[src/sv/fcjs_pkg.sv]
// fcjs_pkg: shared widths, codes, status struct and the arctangent table
// for the field-centric joystick shaper; depends on nothing
`timescale 1ns / 1ps

package fcjs_pkg;

    // shared multiplier operand and product widths
    localparam int MUL_A_W = 50;
    localparam int MUL_B_W = 18;
    localparam int PROD_W  = MUL_A_W + MUL_B_W;

    // stick, trigger and heading fields
    localparam int AXIS_W    = 16;
    localparam int HEADING_W = 16;

    // shaped axis value in q5.8 before rotation
    localparam int SHAPED_W = 13;

    // rotator datapath: q8.16 vector, angle in units of pi / 2^19
    localparam int CORDIC_W     = 24;
    localparam int ANGLE_W      = 22;
    localparam int CORDIC_STEPS = 16;
    localparam int ITER_W       = $clog2(CORDIC_STEPS);
    localparam int ATAN_W       = 18;

    localparam logic signed [ANGLE_W-1:0] QUARTER_TURN = 22'sd262144;

    // rotator status seen by the sequencer
    typedef struct packed {
        logic busy;
        logic done;
    } t_rot_status;

    // arctangent of 2^-i in angle units
    function automatic logic [ATAN_W-1:0] atan_step(input logic [ITER_W-1:0] i);
        logic [ATAN_W-1:0] a;
        unique case (i)
            4'd0:    a = 18'd131072;
            4'd1:    a = 18'd77376;
            4'd2:    a = 18'd40884;
            4'd3:    a = 18'd20753;
            4'd4:    a = 18'd10417;
            4'd5:    a = 18'd5213;
            4'd6:    a = 18'd2607;
            4'd7:    a = 18'd1304;
            4'd8:    a = 18'd652;
            4'd9:    a = 18'd326;
            4'd10:   a = 18'd163;
            4'd11:   a = 18'd81;
            4'd12:   a = 18'd41;
            4'd13:   a = 18'd20;
            4'd14:   a = 18'd10;
            4'd15:   a = 18'd5;
            default: a = '0;
        endcase
        return a;
    endfunction

endpackage

[src/sv/fcjs_mul.sv]
// fcjs_mul: the shared signed multiplier with a registered product
// depends on fcjs_pkg for operand widths
`timescale 1ns / 1ps

module fcjs_mul (
    input  logic                                 i_clk,
    input  logic signed [fcjs_pkg::MUL_A_W-1:0]  i_a,
    input  logic signed [fcjs_pkg::MUL_B_W-1:0]  i_b,
    output logic signed [fcjs_pkg::PROD_W-1:0]   o_prod
);
    import fcjs_pkg::*;

    logic signed [PROD_W-1:0] r_prod;
    logic signed [PROD_W-1:0] n_prod;

    always_comb begin
        n_prod = PROD_W'(i_a) * PROD_W'(i_b);
    end

    always_ff @(posedge i_clk) begin
        r_prod <= n_prod;
    end

    assign o_prod = r_prod;

endmodule

[src/sv/fcjs_cordic.sv]
// fcjs_cordic: iterative vector rotator, quarter-turn pre-rotation then
// one micro-rotation per cycle through two variable shifters; depends on fcjs_pkg
`timescale 1ns / 1ps

module fcjs_cordic (
    input  logic                                   i_clk,
    input  logic                                   i_rst_n,
    input  logic                                   i_start,
    input  logic signed [fcjs_pkg::SHAPED_W-1:0]   i_px,
    input  logic signed [fcjs_pkg::SHAPED_W-1:0]   i_py,
    input  logic signed [fcjs_pkg::HEADING_W-1:0]  i_heading,
    output fcjs_pkg::t_rot_status                  o_status,
    output logic signed [fcjs_pkg::CORDIC_W-1:0]   o_x,
    output logic signed [fcjs_pkg::CORDIC_W-1:0]   o_y
);
    import fcjs_pkg::*;

    logic signed [CORDIC_W-1:0] r_x, n_x;
    logic signed [CORDIC_W-1:0] r_y, n_y;
    logic signed [ANGLE_W-1:0]  r_z, n_z;
    logic [ITER_W-1:0]          r_iter, n_iter;
    logic                       r_busy, n_busy;
    logic                       r_done, n_done;

    logic signed [CORDIC_W-1:0] w_x0, w_y0;
    logic signed [ANGLE_W-1:0]  w_z0;
    logic signed [CORDIC_W-1:0] w_dx, w_dy;
    logic signed [ANGLE_W-1:0]  w_atan;

    always_comb begin
        // q5.8 to q8.16, binary radians to pi / 2^19
        w_x0   = CORDIC_W'($signed({i_px, 8'd0}));
        w_y0   = CORDIC_W'($signed({i_py, 8'd0}));
        w_z0   = ANGLE_W'($signed({i_heading, 4'd0}));
        w_dx   = r_y >>> r_iter;
        w_dy   = r_x >>> r_iter;
        w_atan = $signed(ANGLE_W'(atan_step(r_iter)));

        n_x    = r_x;
        n_y    = r_y;
        n_z    = r_z;
        n_iter = r_iter;
        n_busy = r_busy;
        n_done = 1'b0;

        if (i_start) begin
            n_iter = '0;
            n_busy = 1'b1;
            priority if (w_z0 > QUARTER_TURN) begin
                n_x = -w_y0;
                n_y = w_x0;
                n_z = w_z0 - QUARTER_TURN;
            end else if (w_z0 < -QUARTER_TURN) begin
                n_x = w_y0;
                n_y = -w_x0;
                n_z = w_z0 + QUARTER_TURN;
            end else begin
                n_x = w_x0;
                n_y = w_y0;
                n_z = w_z0;
            end
        end else if (r_busy) begin
            if (!r_z[ANGLE_W-1]) begin
                n_x = r_x - w_dx;
                n_y = r_y + w_dy;
                n_z = r_z - w_atan;
            end else begin
                n_x = r_x + w_dx;
                n_y = r_y - w_dy;
                n_z = r_z + w_atan;
            end
            n_iter = r_iter + 1'b1;
            if (r_iter == ITER_W'(CORDIC_STEPS - 1)) begin
                n_busy = 1'b0;
                n_done = 1'b1;
            end
        end
    end

    always_ff @(posedge i_clk) begin
        if (!i_rst_n) begin
            r_busy <= 1'b0;
            r_done <= 1'b0;
            r_iter <= '0;
        end else begin
            r_busy <= n_busy;
            r_done <= n_done;
            r_iter <= n_iter;
        end
        r_x <= n_x;
        r_y <= n_y;
        r_z <= n_z;
    end

    assign o_status.busy = r_busy;
    assign o_status.done = r_done;
    assign o_x           = r_x;
    assign o_y           = r_y;

endmodule

[src/sv/field_centric_joystick_shaper.sv]
// field_centric_joystick_shaper: top level, sequencer, config registers
// and output register; uses fcjs_pkg, fcjs_mul and fcjs_cordic
//
// channel   dir  handshake                      contents
// s_axis    in   s_axis_tvalid / s_axis_tready  one joystick sample per transfer
// m_axis    out  m_axis_tvalid / m_axis_tready  one command per sample
// cfg       in   i_cfg_valid / o_cfg_ready      register index and write data
//
// one sample runs through 16 shared-multiplier steps for the axis cubes,
// trigger powers and turn scale, then the rotator's micro-rotation loop,
// then 3 multiplier steps for the gain correction, then one output
// load. a sample that ends in a brake or an idle result skips the rotator.
// s_axis_tready is high only in idle; a pending result in the output register
// does not block the next sample, only the load of the following result.
// reset is synchronous, active low, and restores the register defaults.
`timescale 1ns / 1ps

module field_centric_joystick_shaper (
    input  logic        i_clk,
    input  logic        i_rst_n,

    // [15:0] stick_x, [31:16] stick_y, [47:32] trigger_left,
    // [63:48] trigger_right, [79:64] heading
    input  logic        s_axis_tvalid,
    output logic        s_axis_tready,
    input  logic [79:0] s_axis_tdata,

    // [13:0] vel_forward, [27:14] vel_side, [40:28] turn_rate, [47:41] zero
    output logic        m_axis_tvalid,
    input  logic        m_axis_tready,
    output logic [47:0] m_axis_tdata,
    // [1:0] action
    output logic [1:0]  m_axis_tuser,

    input  logic        i_cfg_valid,
    output logic        o_cfg_ready,
    input  logic [1:0]  i_cfg_index,
    input  logic [15:0] i_cfg_data
);
    import fcjs_pkg::*;

    // result kinds
    localparam logic [1:0] ACT_NONE     = 2'd0;
    localparam logic [1:0] ACT_BRAKE    = 2'd1;
    localparam logic [1:0] ACT_VELOCITY = 2'd2;

    // register indexes
    localparam logic [1:0] CFG_DZ_LEVEL  = 2'd0;
    localparam logic [1:0] CFG_LIN_SPEED = 2'd1;
    localparam logic [1:0] CFG_TURN_RATE = 2'd2;

    localparam logic signed [MUL_B_W-1:0] INV_GAIN = 18'sd39797;

    localparam int VEL_W  = 14;
    localparam int TURN_W = 13;
    localparam int U_W    = 20;
    localparam int POW_W  = 33;

    typedef enum logic [4:0] {
        S_IDLE  = 5'b00001,
        S_ARITH = 5'b00010,
        S_ROT   = 5'b00100,
        S_SCALE = 5'b01000,
        S_OUT   = 5'b10000
    } t_state;

    // round to nearest, halves away from zero, by an arithmetic shift
    function automatic logic signed [PROD_W-1:0] round_away(
        input logic signed [PROD_W-1:0] v,
        input int unsigned              sh
    );
        logic signed [PROD_W-1:0] half;
        logic signed [PROD_W-1:0] sum;
        half       = '0;
        half[sh-1] = 1'b1;
        sum        = v + half - $signed(PROD_W'(v[PROD_W-1]));
        return sum >>> sh;
    endfunction

    function automatic logic signed [VEL_W-1:0] sat_vel(input logic signed [U_W:0] v);
        logic signed [VEL_W-1:0] r;
        priority if (v > (U_W+1)'(8191)) begin
            r = 14'sd8191;
        end else if (v < -(U_W+1)'(8192)) begin
            r = -14'sd8192;
        end else begin
            r = v[VEL_W-1:0];
        end
        return r;
    endfunction

    function automatic logic signed [TURN_W-1:0] sat_turn(input logic signed [15:0] v);
        logic signed [TURN_W-1:0] r;
        priority if (v > 16'sd4095) begin
            r = 13'sd4095;
        end else if (v < -16'sd4096) begin
            r = -13'sd4096;
        end else begin
            r = v[TURN_W-1:0];
        end
        return r;
    endfunction

    // config registers
    logic [14:0] r_dz_level;
    logic [11:0] r_lin_speed;
    logic [11:0] r_turn_max;

    // sequencer
    t_state      r_state, n_state;
    logic [3:0]  r_step, n_step;
    logic        r_brake_sent;
    logic        r_zero;

    // latched sample and intermediates
    logic signed [AXIS_W-1:0]    r_sx, r_sy;
    logic [AXIS_W-1:0]           r_tl, r_tr;
    logic signed [HEADING_W-1:0] r_heading;
    logic signed [SHAPED_W-1:0]  r_side, r_fwd;
    logic [POW_W-1:0]            r_pl, r_pr;
    logic signed [TURN_W-1:0]    r_turn;
    logic signed [U_W-1:0]       r_u0, r_u1;

    // output register
    logic        r_m_valid;
    logic [47:0] r_m_data;
    logic [1:0]  r_m_user;

    // shared multiplier and rotator hookup
    logic signed [MUL_A_W-1:0]  w_mul_a;
    logic signed [MUL_B_W-1:0]  w_mul_b;
    logic signed [PROD_W-1:0]   w_prod;
    logic signed [PROD_W-1:0]   w_r45, w_r32, w_r24;
    logic signed [33:0]         w_pdiff;
    logic                       w_rot_start;
    t_rot_status                w_rot_status;
    logic signed [CORDIC_W-1:0] w_rot_x, w_rot_y;

    logic        w_in_xfer;
    logic        w_out_xfer;
    logic        w_load;
    logic [16:0] w_ax, w_ay;
    logic        w_in_dz;
    logic signed [VEL_W-1:0]  w_vel_fwd, w_vel_side;
    logic signed [TURN_W-1:0] w_turn_out;
    logic [1:0]               w_action;

    fcjs_mul u_mul (
        .i_clk  (i_clk),
        .i_a    (w_mul_a),
        .i_b    (w_mul_b),
        .o_prod (w_prod)
    );

    fcjs_cordic u_cordic (
        .i_clk     (i_clk),
        .i_rst_n   (i_rst_n),
        .i_start   (w_rot_start),
        .i_px      (r_fwd),
        .i_py      (r_side),
        .i_heading (r_heading),
        .o_status  (w_rot_status),
        .o_x       (w_rot_x),
        .o_y       (w_rot_y)
    );

    assign s_axis_tready = (r_state == S_IDLE);
    assign o_cfg_ready   = 1'b1;
    assign w_in_xfer     = s_axis_tvalid && s_axis_tready;
    assign w_out_xfer    = r_m_valid && m_axis_tready;

    // result can load once the output register is empty or being drained
    assign w_load = (r_state == S_OUT) && (!r_m_valid || m_axis_tready);

    // dead zone: both magnitudes must be inside, -32768 counts as 32768
    always_comb begin
        w_ax    = s_axis_tdata[15] ? 17'(-$signed({1'b1, s_axis_tdata[15:0]}))
                                   : {1'b0, s_axis_tdata[15:0]};
        w_ay    = s_axis_tdata[31] ? 17'(-$signed({1'b1, s_axis_tdata[31:16]}))
                                   : {1'b0, s_axis_tdata[31:16]};
        w_in_dz = (w_ax <= {2'b00, r_dz_level}) && (w_ay <= {2'b00, r_dz_level});
    end

    // rounding taps on the registered product
    assign w_r45   = round_away(w_prod, 45);
    assign w_r32   = round_away(w_prod, 32);
    assign w_r24   = round_away(w_prod, 24);
    assign w_pdiff = $signed({1'b0, r_pl}) - $signed({1'b0, r_pr});

    // multiplier operand schedule; each product is read one step later
    always_comb begin
        w_mul_a = '0;
        w_mul_b = '0;
        if (r_state == S_ARITH) begin
            unique case (r_step)
                4'd0: begin
                    w_mul_a = MUL_A_W'(r_sx);
                    w_mul_b = MUL_B_W'(r_sx);
                end
                4'd1, 4'd4: begin
                    w_mul_a = w_prod[MUL_A_W-1:0];
                    w_mul_b = MUL_B_W'($signed({1'b0, r_lin_speed}));
                end
                4'd2: begin
                    w_mul_a = w_prod[MUL_A_W-1:0];
                    w_mul_b = MUL_B_W'(r_sx);
                end
                4'd3: begin
                    w_mul_a = MUL_A_W'(r_sy);
                    w_mul_b = MUL_B_W'(r_sy);
                end
                4'd5: begin
                    w_mul_a = w_prod[MUL_A_W-1:0];
                    w_mul_b = MUL_B_W'(r_sy);
                end
                4'd6: begin
                    w_mul_a = MUL_A_W'($signed({1'b0, r_tl}));
                    w_mul_b = MUL_B_W'($signed({1'b0, r_tl}));
                end
                4'd7, 4'd8: begin
                    w_mul_a = w_prod[MUL_A_W-1:0];
                    w_mul_b = MUL_B_W'($signed({1'b0, r_tl}));
                end
                4'd9: begin
                    w_mul_a = MUL_A_W'($signed({1'b0, r_tr}));
                    w_mul_b = MUL_B_W'($signed({1'b0, r_tr}));
                end
                4'd10, 4'd11: begin
                    w_mul_a = w_prod[MUL_A_W-1:0];
                    w_mul_b = MUL_B_W'($signed({1'b0, r_tr}));
                end
                4'd13: begin
                    w_mul_a = MUL_A_W'(w_pdiff);
                    w_mul_b = MUL_B_W'($signed({1'b0, r_turn_max}));
                end
                default: begin
                    w_mul_a = '0;
                    w_mul_b = '0;
                end
            endcase
        end else if (r_state == S_SCALE) begin
            // gain correction, x first then y
            w_mul_a = (r_step == 4'd0) ? MUL_A_W'(w_rot_x) : MUL_A_W'(w_rot_y);
            w_mul_b = INV_GAIN;
        end
    end

    // sequencer
    always_comb begin
        n_state     = r_state;
        n_step      = r_step;
        w_rot_start = 1'b0;
        unique case (r_state)
            S_IDLE: begin
                n_step = '0;
                if (w_in_xfer) begin
                    n_state = S_ARITH;
                end
            end
            S_ARITH: begin
                n_step = r_step + 1'b1;
                if (r_step == 4'd15) begin
                    n_step = '0;
                    if (r_side == '0 && r_fwd == '0 && r_turn == '0) begin
                        n_state = S_OUT;
                    end else begin
                        n_state     = S_ROT;
                        w_rot_start = 1'b1;
                    end
                end
            end
            S_ROT: begin
                if (w_rot_status.done) begin
                    n_state = S_SCALE;
                    n_step  = '0;
                end
            end
            S_SCALE: begin
                n_step = r_step + 1'b1;
                if (r_step == 4'd2) begin
                    n_state = S_OUT;
                    n_step  = '0;
                end
            end
            S_OUT: begin
                if (w_load) begin
                    n_state = S_IDLE;
                end
            end
            default: begin
                n_state = S_IDLE;
                n_step  = '0;
            end
        endcase
    end

    // result fields for the output register
    always_comb begin
        if (r_zero) begin
            w_action   = r_brake_sent ? ACT_NONE : ACT_BRAKE;
            w_vel_fwd  = '0;
            w_vel_side = '0;
            w_turn_out = '0;
        end else begin
            w_action   = ACT_VELOCITY;
            w_vel_side = sat_vel((U_W+1)'(r_u0));
            w_vel_fwd  = sat_vel(-((U_W+1)'(r_u1)));
            w_turn_out = r_turn;
        end
    end

    // control state
    always_ff @(posedge i_clk) begin
        if (!i_rst_n) begin
            r_state      <= S_IDLE;
            r_step       <= '0;
            r_brake_sent <= 1'b0;
            r_m_valid    <= 1'b0;
            r_dz_level   <= 15'd6554;
            r_lin_speed  <= 12'd922;
            r_turn_max   <= 12'd2253;
        end else begin
            r_state <= n_state;
            r_step  <= n_step;
            if (w_load) begin
                r_m_valid    <= 1'b1;
                r_brake_sent <= r_zero;
            end else if (w_out_xfer) begin
                r_m_valid <= 1'b0;
            end
            if (i_cfg_valid && o_cfg_ready) begin
                unique case (i_cfg_index)
                    CFG_DZ_LEVEL:  r_dz_level  <= i_cfg_data[14:0];
                    CFG_LIN_SPEED: r_lin_speed <= i_cfg_data[11:0];
                    CFG_TURN_RATE: r_turn_max  <= i_cfg_data[11:0];
                    default: begin
                        // unknown index, write dropped
                    end
                endcase
            end
        end
    end

    // datapath registers
    always_ff @(posedge i_clk) begin
        if (w_in_xfer) begin
            // both axes zeroed together inside the dead zone
            r_sx      <= w_in_dz ? '0 : $signed(s_axis_tdata[15:0]);
            r_sy      <= w_in_dz ? '0 : $signed(s_axis_tdata[31:16]);
            r_tl      <= s_axis_tdata[47:32];
            r_tr      <= s_axis_tdata[63:48];
            r_heading <= $signed(s_axis_tdata[79:64]);
        end
        if (r_state == S_ARITH) begin
            unique case (r_step)
                4'd3:  r_side <= w_r45[SHAPED_W-1:0];
                4'd6:  r_fwd  <= w_r45[SHAPED_W-1:0];
                4'd9:  r_pl   <= w_r32[POW_W-1:0];
                4'd12: r_pr   <= w_r32[POW_W-1:0];
                4'd14: r_turn <= sat_turn(w_r32[15:0]);
                4'd15: r_zero <= (r_side == '0 && r_fwd == '0 && r_turn == '0);
                default: begin
                    // operand issue only
                end
            endcase
        end
        if (r_state == S_SCALE) begin
            if (r_step == 4'd1) begin
                r_u0 <= w_r24[U_W-1:0];
            end
            if (r_step == 4'd2) begin
                r_u1 <= w_r24[U_W-1:0];
            end
        end
        if (w_load) begin
            r_m_data <= {7'd0, w_turn_out, w_vel_side, w_vel_fwd};
            r_m_user <= w_action;
        end
    end

    assign m_axis_tvalid = r_m_valid;
    assign m_axis_tdata  = r_m_data;
    assign m_axis_tuser  = r_m_user;

endmodule

[config.mk]
export PLATFORM = sky130hd
export DESIGN_NAME = field_centric_joystick_shaper
export DESIGN_NICKNAME = d
export VERILOG_FILES = /design/src/sv/fcjs_pkg.sv /design/src/sv/fcjs_mul.sv /design/src/sv/fcjs_cordic.sv /design/src/sv/field_centric_joystick_shaper.sv
export SDC_FILE = /design/constraint.sdc
export NUM_CORES = 2
export LEC_CHECK = 0
export BUFFER_PORTS_ARGS = -buffer_cell sky130_fd_sc_hd__buf_2
export CAP_MARGIN = 20
export CORE_UTILIZATION = 40
export DETAILED_ROUTE_END_ITERATION = 8
export PLACE_DENSITY = 0.61
export SLEW_MARGIN = 10
export SYNTH_ARGS = -nofsm -noshare
export SYNTH_HDL_FRONTEND = slang
export SYNTH_HIERARCHICAL = 1
export SYNTH_SLANG_ARGS = --single-unit
[constraint.sdc]
create_clock -name i_clk -period 26.6 [get_ports i_clk]
set_input_delay 2.66 -clock i_clk [delete_from_list [all_inputs] [get_ports i_clk]]
set_output_delay 2.66 -clock i_clk [all_outputs]
set_load 0.005 [all_outputs]
== After elaboration in Yosys (flattened, before gate mapping) ==
Memories as Yosys holds them, arrays and structs flattened. A register that Yosys moved wholly into a read port is not among the register bits.
Index checks and enable logic that the tools add are counted.

* Output and inout port bits: 53
* Memories kept: 1
* Memory bits (writable): 0
* Bits in registers: 463
* Latch bits: 0
* Input port bits: 103
* Bits in read-only memories: 288

{| class="wikitable"
|+ Memory list
! memory !! depth !! bits a word !! read ports !! clocked after Yosys merged registers in !! write ports !! RTL line !! RTL
|-
| (name not given) || 16 || 18 || 1 || 1 || 0 || fcjs_pkg.sv:37 || <nowiki>unique case (i)</nowiki>
|}

* Multipliers: 1
* Reductions and logical operators: 38
* Mux-type cells: 52
* Eq/ne operators: 28
* Order comparisons: 10
* Shifts and indexed selects: 2
* Bitwise operators: 3
* Divide/modulo/power cells: 0
* $add $sub $neg: 22

{| class="wikitable"
|+ Operators by type and width
! operator !! count
|-
| case mux 50 bit (6 select lines) || 1
|-
| two-way mux 24 bit || 10
|-
| two-way mux 50 bit || 3
|-
| two-way mux 22 bit || 5
|-
| case mux 18 bit (6 select lines) || 1
|-
| multiplier 50 x 18 -> 68 bit || 1
|-
| adder 65 x 33 -> 65 bit, second input constant || 1
|-
| subtractor 65 x 2 -> 65 bit || 1
|-
| adder 58 x 46 -> 58 bit, second input constant || 1
|-
| subtractor 58 x 2 -> 58 bit || 1
|-
| adder 24 bit || 2
|-
| negator 21 -> 24 bit || 2
|-
| >>> shifter 24 x 4 -> 24 bit || 2
|-
| subtractor 24 bit || 2
|-
| adder 44 x 25 -> 44 bit, second input constant || 1
|-
| subtractor 44 x 2 -> 44 bit || 1
|-
| zero test 13 bit || 3
|-
| two-way mux 13 bit || 3
|-
| equality test 4 bit, second input constant || 9
|-
| <= comparator 17 x 15 -> 1 bit || 2
|-
| two-way mux 17 bit || 2
|-
| negator 17 bit || 2
|-
| subtractor 33 x 33 -> 34 bit || 1
|-
| two-way mux 5 bit || 6
|-
| other kinds (45) || 93
|}

== Longest topological paths before layout ==
* Depth in word-level cells: 8
* Depth in mapped cells: 39

== Modules after synthesis ==
The synthesis kept the hierarchy.

{| class="wikitable"
|+ Modules (own cells, without submodules)
! module !! seq. area each (um2) !! instances !! area an instance (um2) !! cells an instance
|-
| fcjs_mul || 1361.3 || 1 || 31273.7 || 3570
|-
| field_centric_joystick_shaper || 9078.7 || 1 || 20836.2 || 2166
|-
| fcjs_cordic || 2582.5 || 1 || 11842.6 || 1448
|}

== Worst setup path before layout ==
Ideal clock, no wire load.

* Path type: reg2reg
* Start point: register r_pl[18]
* End point: register u_mul.r_prod[64] (netlist: u_mul/o_prod[64])
* Arrival time: 8789 ps
* Path slack: 17690 ps
* Clock period less this slack: 8910 ps
* Cell stages (with the launch flop): 37
* Setup time: 121 ps
* Cells stage by stage: edfxtp_1 > ha_1 > a21o_1 > a21o_1 > a2111oi_0 > o21ai_0 > or3_1 > o2111ai_1 > a211oi_1 > o31ai_4 > buf_6 > a21o_1 > clkbuf_1 > clkbuf_1 > nand2_1 > fa_1 > inv_1 > fa_1 > inv_1 > fa_1 > inv_1 > fa_1 > fa_1 > inv_1 > fa_1 > inv_1 > ha_1 > buf_2 > nand3_1 > or3_1 > nor2_1 > or4b_1 > o22ai_2 > o21bai_2 > a211oi_2 > o32ai_2 > xnor2_1

* Cells in the longest elaborated chain, start to end: 4

{| class="wikitable"
|+ RTL lines
! what !! RTL line !! RTL
|-
| from (decl) || field_centric_joystick_shaper.sv:120 || <nowiki>logic [POW_W-1:0] r_pl, r_pr;</nowiki>
|-
| from (signal assigned) || field_centric_joystick_shaper.sv:358 || <nowiki>4'd9: r_pl <= w_r32[POW_W-1:0];</nowiki>
|-
| subtractor 33 x 33 -> 34 bit || field_centric_joystick_shaper.sv:188 || <nowiki>assign w_pdiff = $signed({1'b0, r_pl}) - $signed({1'b0, r_pr});</nowiki>
|-
| case mux 50 bit (6 select lines) || field_centric_joystick_shaper.sv:195 || <nowiki>unique case (r_step)</nowiki>
|-
| two-way mux 50 bit || field_centric_joystick_shaper.sv:194 || <nowiki>if (r_state == S_ARITH) begin</nowiki>
|-
| named net w_mul_a[41] || field_centric_joystick_shaper.sv:130 || <nowiki>logic signed [MUL_A_W-1:0] w_mul_a;</nowiki>
|-
| multiplier 50 x 18 -> 68 bit || fcjs_mul.sv:17 || <nowiki>n_prod = PROD_W'(i_a) * PROD_W'(i_b);</nowiki>
|-
| named net u_mul.n_prod[64] || fcjs_mul.sv:14 || <nowiki>logic signed [PROD_W-1:0] n_prod;</nowiki>
|-
| to (signal assigned) || fcjs_mul.sv:21 || <nowiki>r_prod <= n_prod;</nowiki>
|-
| to (decl) || fcjs_mul.sv:13 || <nowiki>logic signed [PROD_W-1:0] r_prod;</nowiki>
|}

The timed path passes the listed nets, and every way through them passes these cells.
A chain may end at the register's enable or synchronous reset.

== Worst setup path in the final report ==
* Start point: register r_pr[1]
* End point: register u_mul.r_prod[67] (netlist: u_mul/o_prod[67])

* Cells in the longest elaborated chain, start to end: 4

{| class="wikitable"
|+ RTL lines
! what !! RTL line !! RTL
|-
| from (decl) || field_centric_joystick_shaper.sv:120 ||
|-
| from (signal assigned) || field_centric_joystick_shaper.sv:359 || <nowiki>4'd12: r_pr <= w_r32[POW_W-1:0];</nowiki>
|-
| subtractor 33 x 33 -> 34 bit || field_centric_joystick_shaper.sv:188 ||
|-
| case mux 50 bit (6 select lines) || field_centric_joystick_shaper.sv:195 ||
|-
| two-way mux 50 bit || field_centric_joystick_shaper.sv:194 ||
|-
| named net w_mul_a[37] || field_centric_joystick_shaper.sv:130 ||
|-
| multiplier 50 x 18 -> 68 bit || fcjs_mul.sv:17 ||
|-
| named net u_mul.n_prod[67] || fcjs_mul.sv:14 ||
|}

The timed path passes the listed nets, and every way through them passes these cells.

==> impl_results.md <==
- End of the critical path: u_mul/o_prod[67]
- IO buf count: between 100 and 150
- Fmax: 95.3 MHz
- Drt drc: 0
- Final Core Density: 0.432
- CP Class: flip-flop to flip-flop
- Max-slew headroom: 0.227
- Row Count: ~150
- RSZ-0062 raised after global routing: no
- Layout area overhead: 7.23%
- Clock sinks: between 400 and 500
- Tightest hold margin: 0.456 ns
- Status: finished, final reports clean
- Final worst clock skew: approximately 0.026 ns
- Post_cts resized: 0
- Fin area: a little under 0.07 mm²
- Die Ht: ~400 µm
- Min-delay worst type: flip-flop to flip-flop
- Final WL: around 190 mm
- Gr ovfl total: 0
- Die ar.: ~0.16 mm²
- Final slew viol count: 0
- CTS root buf: clkbuf_16
- Max_cap viols: 0
- Syn Inst Count: slightly above 7000
- Final Critical Period: 10.49 ns
- Worst-path maximum fanout: 18
- Final setup viols: 0
- Post-CTS Setup Inserts: 0
- Post-Syn Area per Cell: 8.91 µm²
- H-tree Lvls: 2
- Die Span X: 401 µm
- Crit path from: r_pr[1]
- Vias: about 51000
- Drt via density: 5.59
- CTS Buffer Depth: 3
- Core Area: 0.158 mm²
- Leakage: between 30 and 40 nW
- Routed len/inst: 20.8 µm
- Post-DP HPWL: between 100 and 150 mm
- Worst vdd ir: around 51 µV
- Tot GR Track Use: 0.235
- Arr. time, crit path: 11.01 ns
- Crit path largest cell delay: approximately 0.83 ns
- Initial antenna violation count: 4
- CTS tree: built
- R2r startpoint: r_pr[1]
- Clock Latency Late Sink: around 0.66 ns
- Layout cells sized above 1: 0.0667
- Ports: approximately 160
- RePlAce Congestion: between 0.9 and 1
- Global-route wire length before repair: between 200 and 300 mm
- Crit share post-route: 0.394
- Drt pass-1 iters: 6
- P per Cell Area: roughly 34 mW/mm²
- Pin count of the biggest net entering global routing: 74
- R2R depth: 34
- Worst slew pin tran: ~1.2 ns
- Initial core utilization: 0.403
- Req. time, crit path: about 27 ns
- CTS Hold Buffers Added: 0
- R2R Setup Slk: 16.11 ns
- Reg clk slew, reported paths: around 0.060 ns
- FF-to-FF End: u_mul/o_prod[67]
- Cell area after placement: 0.0664 mm²
- Yosys warnings: 6
- Post-route antenna net violation count: 0
- Nets: roughly 8400
- Iteration-0 DRC Markers: ~4600
- TritonCTS Buffers: 56
- Critical Path Start Type: flip-flop
- Final Hold Viols: 0
- Setup TNS: 0 ns
- Worst path slowest cell: a21o_1
- Critical Path End Type: flip-flop
- Synth Cell Area: about 0.064 mm²
- Vias in the first global route: 51700
-- worst min path at each step --
stage / startpoint / to / slack, ns / cells after the start
after CTS: r_lin_speed[0] / r_lin_speed[0] / 0.45 / 2
after detailed placement: r_lin_speed[0] / r_lin_speed[0] / 0.45 / 2
final: r_lin_speed[0] / r_lin_speed[0] / 0.46 / 2
after floorplan: r_lin_speed[0] / r_lin_speed[0] / 0.44 / 2
after global placement: r_lin_speed[5] / r_lin_speed[5] / 0.44 / 2
after global routing: r_turn_max[9] / r_turn_max[9] / 0.48 / 2
-- final cells by class --
| cell class | count | area (µm²) |
|---|---|---|
| clock buffers | 72 | 1560 |
| inverters | 1155 | 4340 |
| multi-input cells | 5137 | 45200 |
| clock inverters | 33 | 369 |
| flip-flops and latches | 479 | 13000 |
| well taps | 2072 | 2590 |
| fillers | 15400 | 90000 |
| repair buffers | 230 | 1360 |
| diodes | 1 | 2.50 |
-- cells in the final DEF (no fill, tap or decap), drive strengths merged, types with 35 or more instances in the layout --
cell / n
edfxtp: 339
o21a: 35
or3: 36
o211ai: 53
buf: 230
nand2b: 50
nor2b: 61
a31oi: 57
xnor2: 191
xor2: 109
inv: 1163
a21o: 132
dfxtp: 140
clkbuf: 72
a22oi: 44
mux2i: 83
nor3: 74
a211oi: 43
nor2: 353
nand3: 76
ha: 384
o22ai: 41
o21ai: 270
nand4: 47
a221oi: 35
nand2: 995
a21oi: 357
fa: 845
and2: 309
-- sequential cells by signal, summed over array words and instances, names as in the netlist, 12 cells and up --
register	flops
m_axis_tdata	41
r_dz_level	15
r_fwd	13
r_heading	16
r_lin_speed	12
r_pl	33
r_pr	33
r_side	13
r_sx	16
r_sy	16
r_tl	16
r_tr	16
r_turn	13
r_turn_max	12
r_u0	20
r_u1	20
u_cordic/o_x	24
u_cordic/o_y	24
u_cordic/r_z	22
u_cordic/w_atan	18
u_mul/o_prod	66
-- per-layer routing --
metal | part of all wire | GRT usage | vias up
met5 | 0.00014 | 0 | -
met4 | 0.026 | 0.0597 | 4
met3 | 0.077 | 0.0376 | 314
met2 | 0.46 | 0.384 | 1893
met1 | 0.44 | 0.324 | 25900
li1 | - | - | 23200
-- per-stage QoR --
step | setup slack [ns] | total power [mW] | std cells
floorplan | 17.71 | 1.27 | 7163
global placement | 16.10 | 1.49 | 9072
detailed placement | 16.06 | 1.49 | 9072
CTS | 15.98 | 2.30 | 9177
global route | 15.47 | 2.38 | 9179
finish | 16.11 | 2.30 | 9179
-- critical path, delay by kind of cell, from the launching register on --
kind,cells,cell delay (ns)
compound gates,16,5.05
xor+xnor,1,0.22
fa+ha+maj,8,3.82
buf+inv,6,0.38
flops,1,0.42
simple gates,3,0.43
-- power by group --
group          internal [mW]  leakage (nW)  total (mW)  switching, mW
Clock                  0.467         0.939       0.806          0.339
Combinational          0.188          25.6       0.604          0.416
Sequential             0.868          4.25       0.886         0.0180
No activity file was read; power rests on OpenSTA's default activity.
